## config.mk

```make
export PLATFORM = sky130hd
export DESIGN_NAME = c8_ctrl
export DESIGN_NICKNAME = d
export VERILOG_FILES = /design/src/rtl/core/c8_pkg.sv /design/src/rtl/core/c8_ctrl.sv
export SDC_FILE = /design/constraint.sdc
export NUM_CORES = 1
export LEC_CHECK = 0
export BUFFER_PORTS_ARGS = -buffer_cell sky130_fd_sc_hd__buf_4
export CAP_MARGIN = 20
export CORE_AREA = 3 3 40 42
export CTS_CLUSTER_DIAMETER = 120
export DETAILED_ROUTE_END_ITERATION = 7
export DIE_AREA = 0 0 43 45
export PLACE_DENSITY = 0.7
export SYNTH_ARGS = -nofsm -noshare
export SYNTH_HDL_FRONTEND = slang
export SYNTH_SLANG_ARGS = --single-unit
```

## constraint.sdc

```tcl
create_clock -name clk_i -period 1.7 [get_ports clk_i]
set_input_delay 0.085 -clock clk_i [delete_from_list [all_inputs] [get_ports clk_i]]
set_output_delay 0.085 -clock clk_i [all_outputs]
set_load 0.05 [all_outputs]
```

## src/rtl/core/c8_pkg.sv

```systemverilog
// Package for the CHIP-8 core: sizes, command codes, controller states,
// and the command/status structs between the controller and the datapath.
// No dependencies.
package c8_pkg;

  localparam int unsigned MemBytes     = 4096;
  localparam int unsigned StackEntries = 16;
  localparam int unsigned ScreenWidth  = 64;
  localparam int unsigned ScreenHeight = 32;
  localparam logic [11:0] StartReset   = 12'h200;

  typedef enum logic [1:0] {
    CMD_WRITE = 2'd0,
    CMD_EXEC  = 2'd1,
    CMD_TICK  = 2'd2,
    CMD_ROW   = 2'd3
  } cmd_e;

  typedef enum logic [1:0] {
    HALT_NONE  = 2'd0,
    HALT_OVER  = 2'd1,
    HALT_UNDER = 2'd2
  } halt_e;

  typedef enum logic [3:0] {
    ST_IDLE,
    ST_FETCH_HI,
    ST_FETCH_LO,
    ST_DECODE,
    ST_CLEAR,
    ST_DRAW_RD,
    ST_DRAW_WR,
    ST_STORE,
    ST_LOAD_RD,
    ST_LOAD_WR,
    ST_DONE
  } state_e;

  // controller to datapath
  typedef struct packed {
    logic take;        // latch input item
    logic simple;      // run write/tick/row command
    logic fetch_hi;    // issue read of PC
    logic fetch_lo;    // latch high byte, read PC+1
    logic decode;      // latch opcode, execute ops that need no loop
    logic clear_row;   // clear row at loop counter
    logic draw_rd;     // read sprite byte, row
    logic draw_wr;     // xor and write row
    logic store;       // write V[i] to memory
    logic load_rd;     // issue read for load
    logic load_wr;     // write loaded byte to V[i]
    logic step;        // advance loop counter
    logic finish;      // present result
  } ctl_t;

  // datapath to controller
  typedef struct packed {
    logic [1:0] cmd;
    logic       halted;
    logic       is_clear;
    logic       is_draw;
    logic       is_store;
    logic       is_load;
    logic       last;    // loop counter at last element
  } sts_t;

endpackage

```

## src/rtl/core/c8_ctrl.sv

```systemverilog
// Controller state machine of the CHIP-8 core.
// Depends on c8_pkg.
module c8_ctrl import c8_pkg::*; (
  input  logic   clk_i,
  input  logic   rst_ni,
  input  logic   in_valid_i,
  output logic   in_ready_o,
  input  logic   out_free_i,
  input  sts_t   sts_i,
  output ctl_t   ctl_o
);

  state_e state_q, state_d;

  always_ff @(posedge clk_i or negedge rst_ni) begin
    if (!rst_ni) state_q <= ST_IDLE;
    else         state_q <= state_d;
  end

  always_comb begin
    state_d = state_q;
    case (state_q)
      ST_IDLE:     if (in_valid_i) state_d = ST_FETCH_HI;
      ST_FETCH_HI: begin
        if (sts_i.cmd == CMD_EXEC && !sts_i.halted) state_d = ST_FETCH_LO;
        else state_d = ST_DONE;
      end
      ST_FETCH_LO: state_d = ST_DECODE;
      ST_DECODE: begin
        if (sts_i.is_clear)      state_d = ST_CLEAR;
        else if (sts_i.is_draw)  state_d = ST_DRAW_RD;
        else if (sts_i.is_store) state_d = ST_STORE;
        else if (sts_i.is_load)  state_d = ST_LOAD_RD;
        else                     state_d = ST_DONE;
      end
      ST_CLEAR:    if (sts_i.last) state_d = ST_DONE;
      ST_DRAW_RD:  state_d = ST_DRAW_WR;
      ST_DRAW_WR:  state_d = sts_i.last ? ST_DONE : ST_DRAW_RD;
      ST_STORE:    if (sts_i.last) state_d = ST_DONE;
      ST_LOAD_RD:  state_d = ST_LOAD_WR;
      ST_LOAD_WR:  state_d = sts_i.last ? ST_DONE : ST_LOAD_RD;
      ST_DONE:     if (out_free_i) state_d = ST_IDLE;
      default:     state_d = ST_IDLE;
    endcase
  end

  always_comb begin
    ctl_o      = '0;
    in_ready_o = 1'b0;
    case (state_q)
      ST_IDLE: begin
        in_ready_o = 1'b1;
        ctl_o.take = in_valid_i;
      end
      ST_FETCH_HI: begin
        ctl_o.simple   = !(sts_i.cmd == CMD_EXEC);
        ctl_o.fetch_hi = 1'b1;
      end
      ST_FETCH_LO: ctl_o.fetch_lo = 1'b1;
      ST_DECODE:   ctl_o.decode = 1'b1;
      ST_CLEAR: begin
        ctl_o.clear_row = 1'b1;
        ctl_o.step      = 1'b1;
      end
      ST_DRAW_RD:  ctl_o.draw_rd = 1'b1;
      ST_DRAW_WR: begin
        ctl_o.draw_wr = 1'b1;
        ctl_o.step    = 1'b1;
      end
      ST_STORE: begin
        ctl_o.store = 1'b1;
        ctl_o.step  = 1'b1;
      end
      ST_LOAD_RD:  ctl_o.load_rd = 1'b1;
      ST_LOAD_WR: begin
        ctl_o.load_wr = 1'b1;
        ctl_o.step    = 1'b1;
      end
      ST_DONE:     ctl_o.finish = out_free_i;
      default:     ;
    endcase
  end

endmodule

```

After elaboration in Yosys (flattened, before gate mapping). Index checks and enable logic that the tools add are counted. Widths: inputs -> output; s select.

Register bits after elaboration: 4. Latch bits: 0. Bits in writable memories: 0. Memory bits (read-only): 0. Input bits: 12. Output and inout port bits: 14. Logic and storage cells: 46. Memories kept: 0.

Add/sub/neg operators: 0. $mul: 0. Divide/modulo/power cells: 0. Magnitude comparators: 0. Equality and inequality tests: 14. Shifts and indexed selects: 0. Mux-type cells: 24. Bitwise operators: 0. Reductions and logical operators: 7.

Operator list (number): $pmux 4 s10 (1); $mux 4 (8); $eq 4x3->1 const B (4); $eq 4x4->1 const B (3); $mux 1 (12); $eq 4x2->1 const B (2); $mux 2 (3); $eq 4x1->1 const B (1); $logic_not 4->1 (1); $ne 2x2->1 const B (2); $reduce_or 4->1 (1); $reduce_and 3->1 (1); $eq 2x1->1 const B (1); $logic_not 1->1 (2); $ne 2x1->1 const B (1); $reduce_or 2->1 (1); $logic_and 1x1->1 (1).

Depth between registers and ports, before layout. Gate-level depths: netlist (run 1).

Word-level depth: 5. Gate-level depth with buffers: 6. Depth with buffers taken out: 4.

Worst setup path before layout (run 1). No wires, ideal clock.

Path kind: register to output. Start: register state_q[0]. End: output ctl_o[12] (netlist name). Arrival time: 2.506 ns. Required time: 1.615 ns. Setup slack: -0.891 ns. Stages on the path, launching flop included: 6. Path buffers: 2. Path through: dfrtp_1 -> buf_6 -> or2_1 -> buf_4 -> nor3_1 -> and2_1.

RTL lines: start, declared (line c8_ctrl.sv:13) `state_e state_q, state_d;`; start signal, assigned (line c8_ctrl.sv:17) `else state_q <= state_d;`; end, declared (line c8_ctrl.sv:10) `output ctl_t ctl_o`.

==> impl_metrics.toml, run 1 <==
[status]
outcome = "finished, final reports clean"

[placed_design]
dp_hpwl_um = 1160
dpl-instance-area_um2 = 742
numPortBuffers = 25
place_congestion = 0.898
post-place-ws_ps = 126

[layout]
final_layout_size_suffix_gt1_share_pct = 46.3
top_register = "state_q"
area_delta_synth_final_pct = 48.2
nFillCells = 119
finalNetCount = 109
largest_reg_flops = 4
reg_top3 = "state_q: 4 flops"
num_antenna_cells = 0
fin_util_pct = 60.5
fin_area_um2 = 777

[worst_hold_path]
hold_path_class = "input pin to register"
worstHoldPathCells = 2

[floorplanning]
rows = 13
die_w_um = 43
dieArea_um2 = 1940
initial_core_util_pct = 40.8
fp.dieH_um = 45
coreArea_um2 = 1280
io_pins = 26

[route]
drt-total-wl_um = 1450
drc_errors = 0
routedWlPerCell_um = 13.1
vias = 584
vias_per_cell = 5.31
drtPass1Iterations = 4
ant_nets = 0
drtIter0Drc = 17

[timing]
tightestPinTransition_ps = 413
fin_worst_skew_ps = 1.64
relSlewSlack_pct = 72.4
rsz0062_at_grt = "no"
hold_ws_ps = 123
hold_viol = 0
period_share_pct = 93.9
worst_slack_ps = 104
fin_crit_ps = 1600
fmax_ghz = 0.627
setup_viol = 0
finalMaxSlewViolations = 0

[global_routing]
antenna_found_initial = 0
grt_use_total_pct = 15.6
grt-ovfl-total = 0
first_global_vias = 560
grt_pass1_wl_um = 2340
grt_start_max_net_pins = 14

[clock_tree]
root_buffer = "clkbuf_4"
numCtsBuffers = 3
clock-sinks = 4
cts_buffer_depth = 2
htreeDepth = 1
cts.clk_slew.worst_paths_ps = 40
clk-insertion-delay-late_ps = 230
cts_tree = "yes"

[setup_path]
rr_worst_depth = 4
endpoint_kind = "output pin"
startpoint_type = "register"
crit_type = "register to output pin"
worst_ep_arrival_time_ps = 1510
cp_max_fo = 12
cp.required_ps = 1620

[synth]
ys_ff_latch = 4
yosys_warnings = 0
synth_ff_type = "dfrtp_1"
postSynth.asyncResetShare_pct = 100
syn-num-nets = 80
yosysUniqueCellTypes = 33
synth_edf_count = 0
synth_cells = 68
synth_area_per_cell_um2 = 7.71
yosysSeqAreaShare_pct = 19.1
yosys-top-cells-area = "dfrtp_1 19%, nor2_1 6.4%, buf_6 6.4%, a2111oi_4 5.3%, a211oi_2 4.8%"
yosysTopAreaCellShare_pct = 19.1
netlist_area_um2 = 524
synth_most_common_cell = "nor2_1"
synth_commonest_cells = "9 x nor2_1, 5 x nor3_1, 5 x o21ai_0"
synth_top_cell_by_area = "dfrtp_1"

[power_and_ir_drop]
p_seq_share_pct = 13.9
p_clk_share_pct = 7.4
peakVddDrop_uv = 855
pwr-share-comb_pct = 78.7
p_int_uw = 672
powerDensity_nw_per_um2 = 2000
swShare_pct = 56.7
netSwitchingPower_uw = 880
leakage_nw = 0.346

[job]
drv_cap = 0
[worst max-delay path: stages, from the launching register on]
cell and delay (ps):
dfrtp_1 450, buf_4 220, nand2b_1 220, mux2i_2 160, buf_4 220
[power groups by stage]
| stage | logic, mW | registers [mW] | clock network, mW |
|---|---|---|---|
| floorplan | 1.02 | 0.158 | 0 |
| global placement | 1.20 | 0.207 | 0 |
| detailed placement | 1.20 | 0.213 | 0 |
| CTS | 1.21 | 0.214 | 0.116 |
| global route | 1.30 | 0.228 | 0.126 |
| finish | 1.22 | 0.215 | 0.115 |
[through the flow]
step / total power, mW / setup TNS, ps / cells
2_1_floorplan: 1.18 / -734 / 68
3_3_place_gp: 1.41 / 0 / 106
3_5_place_dp: 1.42 / 0 / 106
4_1_cts: 1.54 / 0 / 110
5_1_grt: 1.66 / 0 / 110
6_report: 1.55 / 0 / 110
[worst paths after layout]
path,startpoint,endpoint,slack (ps)
max,state_q[2]$_DFFE_PN0P_,ctl_o[1],100
min,sts_i[0],state_q[2]$_DFFE_PN0P_,120
max reg2reg,state_q[1]$_DFFE_PN0P_,state_q[1]$_DFFE_PN0P_,140
min reg2reg,state_q[3]$_DFFE_PN0P_,state_q[2]$_DFFE_PN0P_,670
max in group asynchronous,rst_ni,state_q[3]$_DFFE_PN0P_,1410
min in group asynchronous,rst_ni,state_q[0]$_DFFE_PN0P_,190
[what timing repair did]
item | CTS | global route
gates resized for setup | 0 | 1
buffers inserted | 0 | 0
setup endpoints to repair | 0 | 1
endpoints found under the hold margin | 4 | 0
hold buffers | 1 | 0
[metal layers]
layer  GRT usage, %  wire [µm]
met5              0          0
met2           28.4        741
met1           18.9        645
met4           4.82          0
met3           2.39         58
[logic make-up after synthesis]
logic type	share of synthesized area, %
buffers and inverters	13.4
multiplexers	1.91
flip-flops	19.1
AND/OR/NAND/NOR	33.7
AO/OA/AOI/OAI	32.0
[final cells by class]
| cell class | count | area, µm² | share of cell area, % |
|---|---|---|---|
| Clock buffer | 3 | 22.5 | 2.90 |
| Multi-Input combinational cell | 53 | 382 | 49.1 |
| Timing Repair Buffer | 32 | 243 | 31.2 |
| Tap cell | 15 | 18.8 | 2.42 |
| Inverter | 3 | 11.3 | 1.45 |
| Sequential cell | 4 | 100 | 12.9 |
[placed cells by master (no fill, tap or decap), types with 2 or more instances in the layout]
cell type  count
nand2_1        3
buf_4         31
nor2_1         9
a211oi_2       2
nand2b_1       4
or3_1          2
inv_1          3
nor3b_1        2
o31ai_1        2
nor3_1         2
a21oi_1        2
clkbuf_4       3
nor3_2         2
o21ai_0        5
dfrtp_1        4
(Power assumes the default switching activity.)
==> inputs of run 2 (changes only) <==
- CORE_AREA: 3 3 40 42 -> unset
- CORE_MARGIN: unset -> 3
- CORE_UTILIZATION: unset -> 39
- DIE_AREA: 0 0 43 45 -> unset
- PLACE_DENSITY: 0.7 -> 0.73
- clock period: 1.7 -> 1.45 ns (I/O delays scaled with it)
==> impl_metrics.toml, run 2 <==
[synth]
synth_commonest_cells = "9 x nor2_1, 5 x nor3_1, 5 x o21ai_0"
netlist_area_um2 = 524
yosysSeqAreaShare_pct = 19.1
postSynth.asyncResetShare_pct = 100
synth_top_cell_by_area = "dfrtp_1"
yosysTopAreaCellShare_pct = 19.1
synth_cells = 68
ys_ff_latch = 4
synth_edf_count = 0
yosysUniqueCellTypes = 33
syn-num-nets = 80
yosys_warnings = 0
yosys-top-cells-area = "dfrtp_1 19%, nor2_1 6.4%, buf_6 6.4%, a2111oi_4 5.3%, a211oi_2 4.8%"
synth_ff_type = "dfrtp_1"
synth_most_common_cell = "nor2_1"
synth_area_per_cell_um2 = 7.71

[timing]
worstEpCategory = "sequential cell input"
postGrtWorstEndpoint = "state_q[1]$_DFFE_PN0P_/D"

[global_routing]
grt_start_max_net_pins = 10
antenna_found_initial = 1

[status]
outcome = "stopped before the end"
stop_stage = "global routing"
stop_error = "[ERROR DPL-0033] detailed placement checks failed during check placement."

[floorplanning]
rows = 12
die_w_um = 42.7
fp.dieH_um = 42.7
initial_core_util_pct = 44.2
io_pins = 26

[clock_tree]
numCtsBuffers = 3
cts_buffer_depth = 2
root_buffer = "clkbuf_4"
htreeDepth = 1
clock-sinks = 4

[placed_design]
dp_hpwl_um = 1300
numPortBuffers = 25
place_congestion = 0.877
post-place-ws_ps = -44.2
## run 2: timing repair
item / in CTS
hold buffers: 1
endpoints found under the hold margin: 4
setup endpoints to repair: 16
resized for setup: 26
pin swaps: 6
setup buffers: 8
## run 2: per-stage QoR
stage          instance area, µm²  hold slack (ps)  instances
4_1_cts                      1040             85.3        124
3_5_place_dp                  858             -129        112
3_3_place_gp                  858             -131        112
2_1_floorplan                 619             -223         68
## run 2: cells by family after synthesis
kind of cell / after synthesis / share of synthesized area, %
compound gates: 20 / 32.0
buf+inv: 11 / 13.4
flops: 4 / 19.1
mux: 1 / 1.91
simple gates: 32 / 33.7
==> inputs of run 3 (changes only) <==
- CORE_AREA: unset -> 3 3 64 66
- CORE_MARGIN: 3 -> unset
- CORE_UTILIZATION: 39 -> unset
- CTS_CLUSTER_DIAMETER: 120 -> unset
- DIE_AREA: unset -> 0 0 67 69
- PLACE_DENSITY: 0.73 -> unset
- PLACE_DENSITY_LB_ADDON: unset -> 0.15
- clock period: 1.45 -> 1.9 ns (I/O delays scaled with it)
==> impl_metrics.toml, run 3 (same netlist as run 1, synthesis figures left out) <==
[layout]
layout_common_cells = "30 x buf_4, 9 x nor2_1, 5 x o21ai_0"
reg_top3 = "state_q: 4 flops"
final_layout_size_suffix_gt1_share_pct = 43.6
num_antenna_cells = 0
fin_util_pct = 22.5
fin_area_um2 = 817
largest_reg_flops = 4
final_common_cell = "buf_4"
top_register = "state_q"
area_delta_synth_final_pct = 55.8
finalNetCount = 108
stdcell_count = 142

[setup_path]
endpoint_kind = "output pin"
startpoint_type = "register"
cp_max_fo = 7
cp.required_ps = 1800
rr_worst_depth = 5
r2r_slack_ps = 260
worst_ep_arrival_time_ps = 1550
crit_type = "register to output pin"

[timing]
hold_viol = 0
tightestPinTransition_ps = 425
worst_slack_ps = 255
period_share_pct = 86.6
finalMaxSlewViolations = 0
fmax_ghz = 0.608
fin_crit_ps = 1640
rsz0062_at_grt = "no"
setup_viol = 0
fin_worst_skew_ps = 4.44
relSlewSlack_pct = 71.6

[global_routing]
grt-ovfl-total = 0
first_global_vias = 614
grt_pass1_wl_um = 2720
grt_use_total_pct = 7.75
grt_start_max_net_pins = 11
antenna_found_initial = 0

[route]
drtPass1Iterations = 4
ant_nets = 0
drc_errors = 0
vias = 587
vias_per_cell = 4.13
routedWlPerCell_um = 12.1
drt-total-wl_um = 1710
drtIter0Drc = 34

[floorplanning]
io_pins = 26
coreArea_um2 = 3630
initial_core_util_pct = 14.4
fp.dieH_um = 69
rows = 22
die_w_um = 67
dieArea_um2 = 4620

[placed_design]
dp_hpwl_um = 1390
dpl-instance-area_um2 = 766
dp_cells = 138
post-place-ws_ps = 199
numPortBuffers = 25
place_congestion = 0.847

[clock_tree]
cts.clk_slew.worst_paths_ps = 30
numCtsBuffers = 3
cts_buffer_depth = 2
cts_tree = "yes"
ctsResizeCount = 0
htreeDepth = 1
cts_setup_buffers = 0
clk-insertion-delay-late_ps = 210
clock-sinks = 4
root_buffer = "clkbuf_8"

[power_and_ir_drop]
powerDensity_nw_per_um2 = 1760
peakVddDrop_uv = 274
leakage_nw = 0.352
power_mw = 1.44

[status]
outcome = "finished, final reports clean"

[worst_hold_path]
hold_path_class = "input pin to register"
worstHoldPathCells = 2

[job]
drv_cap = 0
[run 3: worst paths after layout]
kind | startpoint | end
setup / recovery | state_q[0]$_DFFE_PN0P_ | ctl_o[12]
hold / removal | sts_i[0] | state_q[2]$_DFFE_PN0P_
setup reg to reg | state_q[3]$_DFFE_PN0P_ | state_q[3]$_DFFE_PN0P_
hold reg to reg | state_q[3]$_DFFE_PN0P_ | state_q[2]$_DFFE_PN0P_
max in group asynchronous | rst_ni | state_q[1]$_DFFE_PN0P_
min in group asynchronous | rst_ni | state_q[3]$_DFFE_PN0P_
[run 3: timing repair]
action,in CTS,in global routing
setup endpoints to repair,0,0
hold endpoints to repair,4,0
hold buffers,1,0
[run 3: final cells by class]
type                    count  area, µm²
flip-flops and latches      4        100
multi-input cells          53        369
repair buffers             31        235
inverters                   3       11.3
well taps                  48       60.1
clock buffers               3       41.3
fillers                   416       2820
[run 3: worst max-delay path: stages, from the launching register on]
cell and delay, ps:
dfrtp_1 440, or2_1 390, nor3_2 170, and2_1 150, buf_4 190
[run 3: through the flow]
stage / setup TNS [ps] / hold WS, ps
final: 0 / 160
after global routing: 0 / 167
after CTS: 0 / 160
after detailed placement: 0 / -105
after global placement: 0 / -106
after floorplan: -227 / -201
[run 3: per-layer routing]
| metal | up-vias | GRT usage [%] | routed length (µm) |
|---|---|---|---|
| li1 | 297 | - | - |
| met1 | 255 | 9.25 | 718 |
| met2 | 30 | 12.9 | 774 |
| met3 | 5 | 0.814 | 177 |
| met4 | 0 | 4.73 | 41 |
| met5 | - | 0 | 0 |
[run 3: where the power goes]
part	leakage (nW)	internal [mW]	switching, mW
sequential	0.0502	0.126	0.0642
combinational	0.280	0.379	0.693
clock	0.0216	0.135	0.0399
==> inputs of run 4 (changes only) <==
- CTS_BUF_LIST: unset -> sky130_fd_sc_hd__clkbuf_4 sky130_fd_sc_hd__clkbuf_8
- SLEW_MARGIN: unset -> 25
- clock period: 1.9 -> 1.7 ns (I/O delays scaled with it)
==> impl_metrics.toml, run 4 (same netlist as run 1, synthesis figures left out) <==
[status]
outcome = "finished, final reports clean"

[global_routing]
grt_use_total_pct = 7.99
grt-ovfl-total = 0
first_global_vias = 597
antenna_found_initial = 0
grt_start_max_net_pins = 10
grt_pass1_wl_um = 2840

[layout]
largest_reg_flops = 4
top_register = "state_q"
layout_common_cells = "32 x buf_4, 9 x nor2_1, 5 x o21ai_0"
seq_area_um2 = 100
finalNetCount = 110
multiInputGateArea_um2 = 384
stdcell_count = 144
reg_top3 = "state_q: 4 flops"
fin_util_pct = 23.3
nFillCells = 432
area_delta_synth_final_pct = 61.6
final_common_cell = "buf_4"
final_layout_size_suffix_gt1_share_pct = 47.9
num_antenna_cells = 0

[timing]
finalMaxSlewViolations = 0
hold_viol = 0
rsz0062_at_grt = "no"
period_share_pct = 91.5
tightestPinTransition_ps = 351
relSlewSlack_pct = 76.6
fmax_ghz = 0.643
fin_crit_ps = 1560
fin_worst_skew_ps = 1.68
setup_tns_ps = 0
setup_viol = 0

[setup_path]
slowest_delay_ps = 460
crit_family = "flip-flops"
startpoint_type = "register"
crit_path_frequent_cell = "buf_4"
worst_ep_arrival_time_ps = 1470
cp_max_fo = 6
crit_slowest_cell = "dfrtp_1"
crit_buf_inv = 2
crit_type = "register to output pin"
cp.required_ps = 1620
endpoint_kind = "output pin"
crit_chain = "buf_4 -> nand2b_1 -> mux2i_2 -> buf_4"

[route]
vias_per_cell = 4.11
drtIter0Drc = 23
drtPass1Iterations = 4
routedWlPerCell_um = 11.5
drt-total-wl_um = 1660
drc_errors = 0
vias = 592
ant_nets = 0

[clock_tree]
numCtsBuffers = 3
root_buffer = "clkbuf_8"
cts.clk_slew.worst_paths_ps = 30
cts_tree = "yes"
cts_buffer_depth = 2
cts_setup_buffers = 0
clock-sinks = 4
htreeDepth = 1
clk-insertion-delay-late_ps = 220

[placed_design]
numPortBuffers = 25
dp_hpwl_um = 1380
place_congestion = 0.761
dp_cells = 140

[floorplanning]
rows = 22
initial_core_util_pct = 14.4
coreArea_um2 = 3630
dieArea_um2 = 4620
fp.dieH_um = 69
die_w_um = 67
io_pins = 26

[worst_hold_path]
hold_path_class = "input pin to register"

[job]
drv_cap = 0

[power_and_ir_drop]
leakage_nw = 0.360
peakVddDrop_uv = 404
powerDensity_nw_per_um2 = 1950
run 4: cell types whose count changed in the layout (fill, tap and decap cells not counted), sizes merged:
| cell | before | now |
|---|---|---|
| buf | 30 | 32 |
run 4: metal layers:
metal  track usage (%)  part of all wire [%]  vias to the layer above
li1                  -                     -                      300
met1              10.5                    47                      269
met2              11.4                    45                       20
met3              2.93                   7.7                        3
met4              3.83                   1.0                        0
met5                 0                     0                        -
run 4: report_power, final:
part           internal, mW  switching [mW]  total (mW)
combinational         0.462           0.759        1.22
clock                 0.151          0.0535       0.205
sequential            0.140          0.0871       0.227
run 4: metrics by stage:
step	setup WS (ps)	cell area, µm²	hold slack (ps)	power, mW
global route	49.8	847	139	1.79
global placement	124	791	-111	1.45
detailed placement	124	791	-111	1.44
CTS	39.2	842	133	1.65
finish	144	847	133	1.65
floorplan	-220	549	-211	1.18
run 4: path summary, 6_finish.rpt:
kind	start	depth (start not counted)	slack (ps)	end
worst max-delay path	state_q[2]$_DFFE_PN0P_	4	140	ctl_o[1]
worst min-delay path	sts_i[0]	2	130	state_q[2]$_DFFE_PN0P_
worst max register to register	state_q[3]$_DFFE_PN0P_	4	160	state_q[1]$_DFFE_PN0P_
worst min register to register	state_q[0]$_DFFE_PN0P_	2	640	state_q[0]$_DFFE_PN0P_
max in group asynchronous	rst_ni	2	1400	state_q[0]$_DFFE_PN0P_
min in group asynchronous	rst_ni	2	200	state_q[2]$_DFFE_PN0P_
run 4: cell type report:
cell class | count | share of cell area (%)
inverter | 3 | 1.33
timing repair buffer | 33 | 29.5
clock buffer | 3 | 4.87
multi-input combinational | 53 | 45.3
tap | 48 | 7.09
sequential | 4 | 11.8
run 4: timing repair:
action                     in CTS  in global routing
resized for setup               0                  2
setup endpoints to repair       0                  2
hold endpoints to repair        4                  0
hold buffers                    1                  0
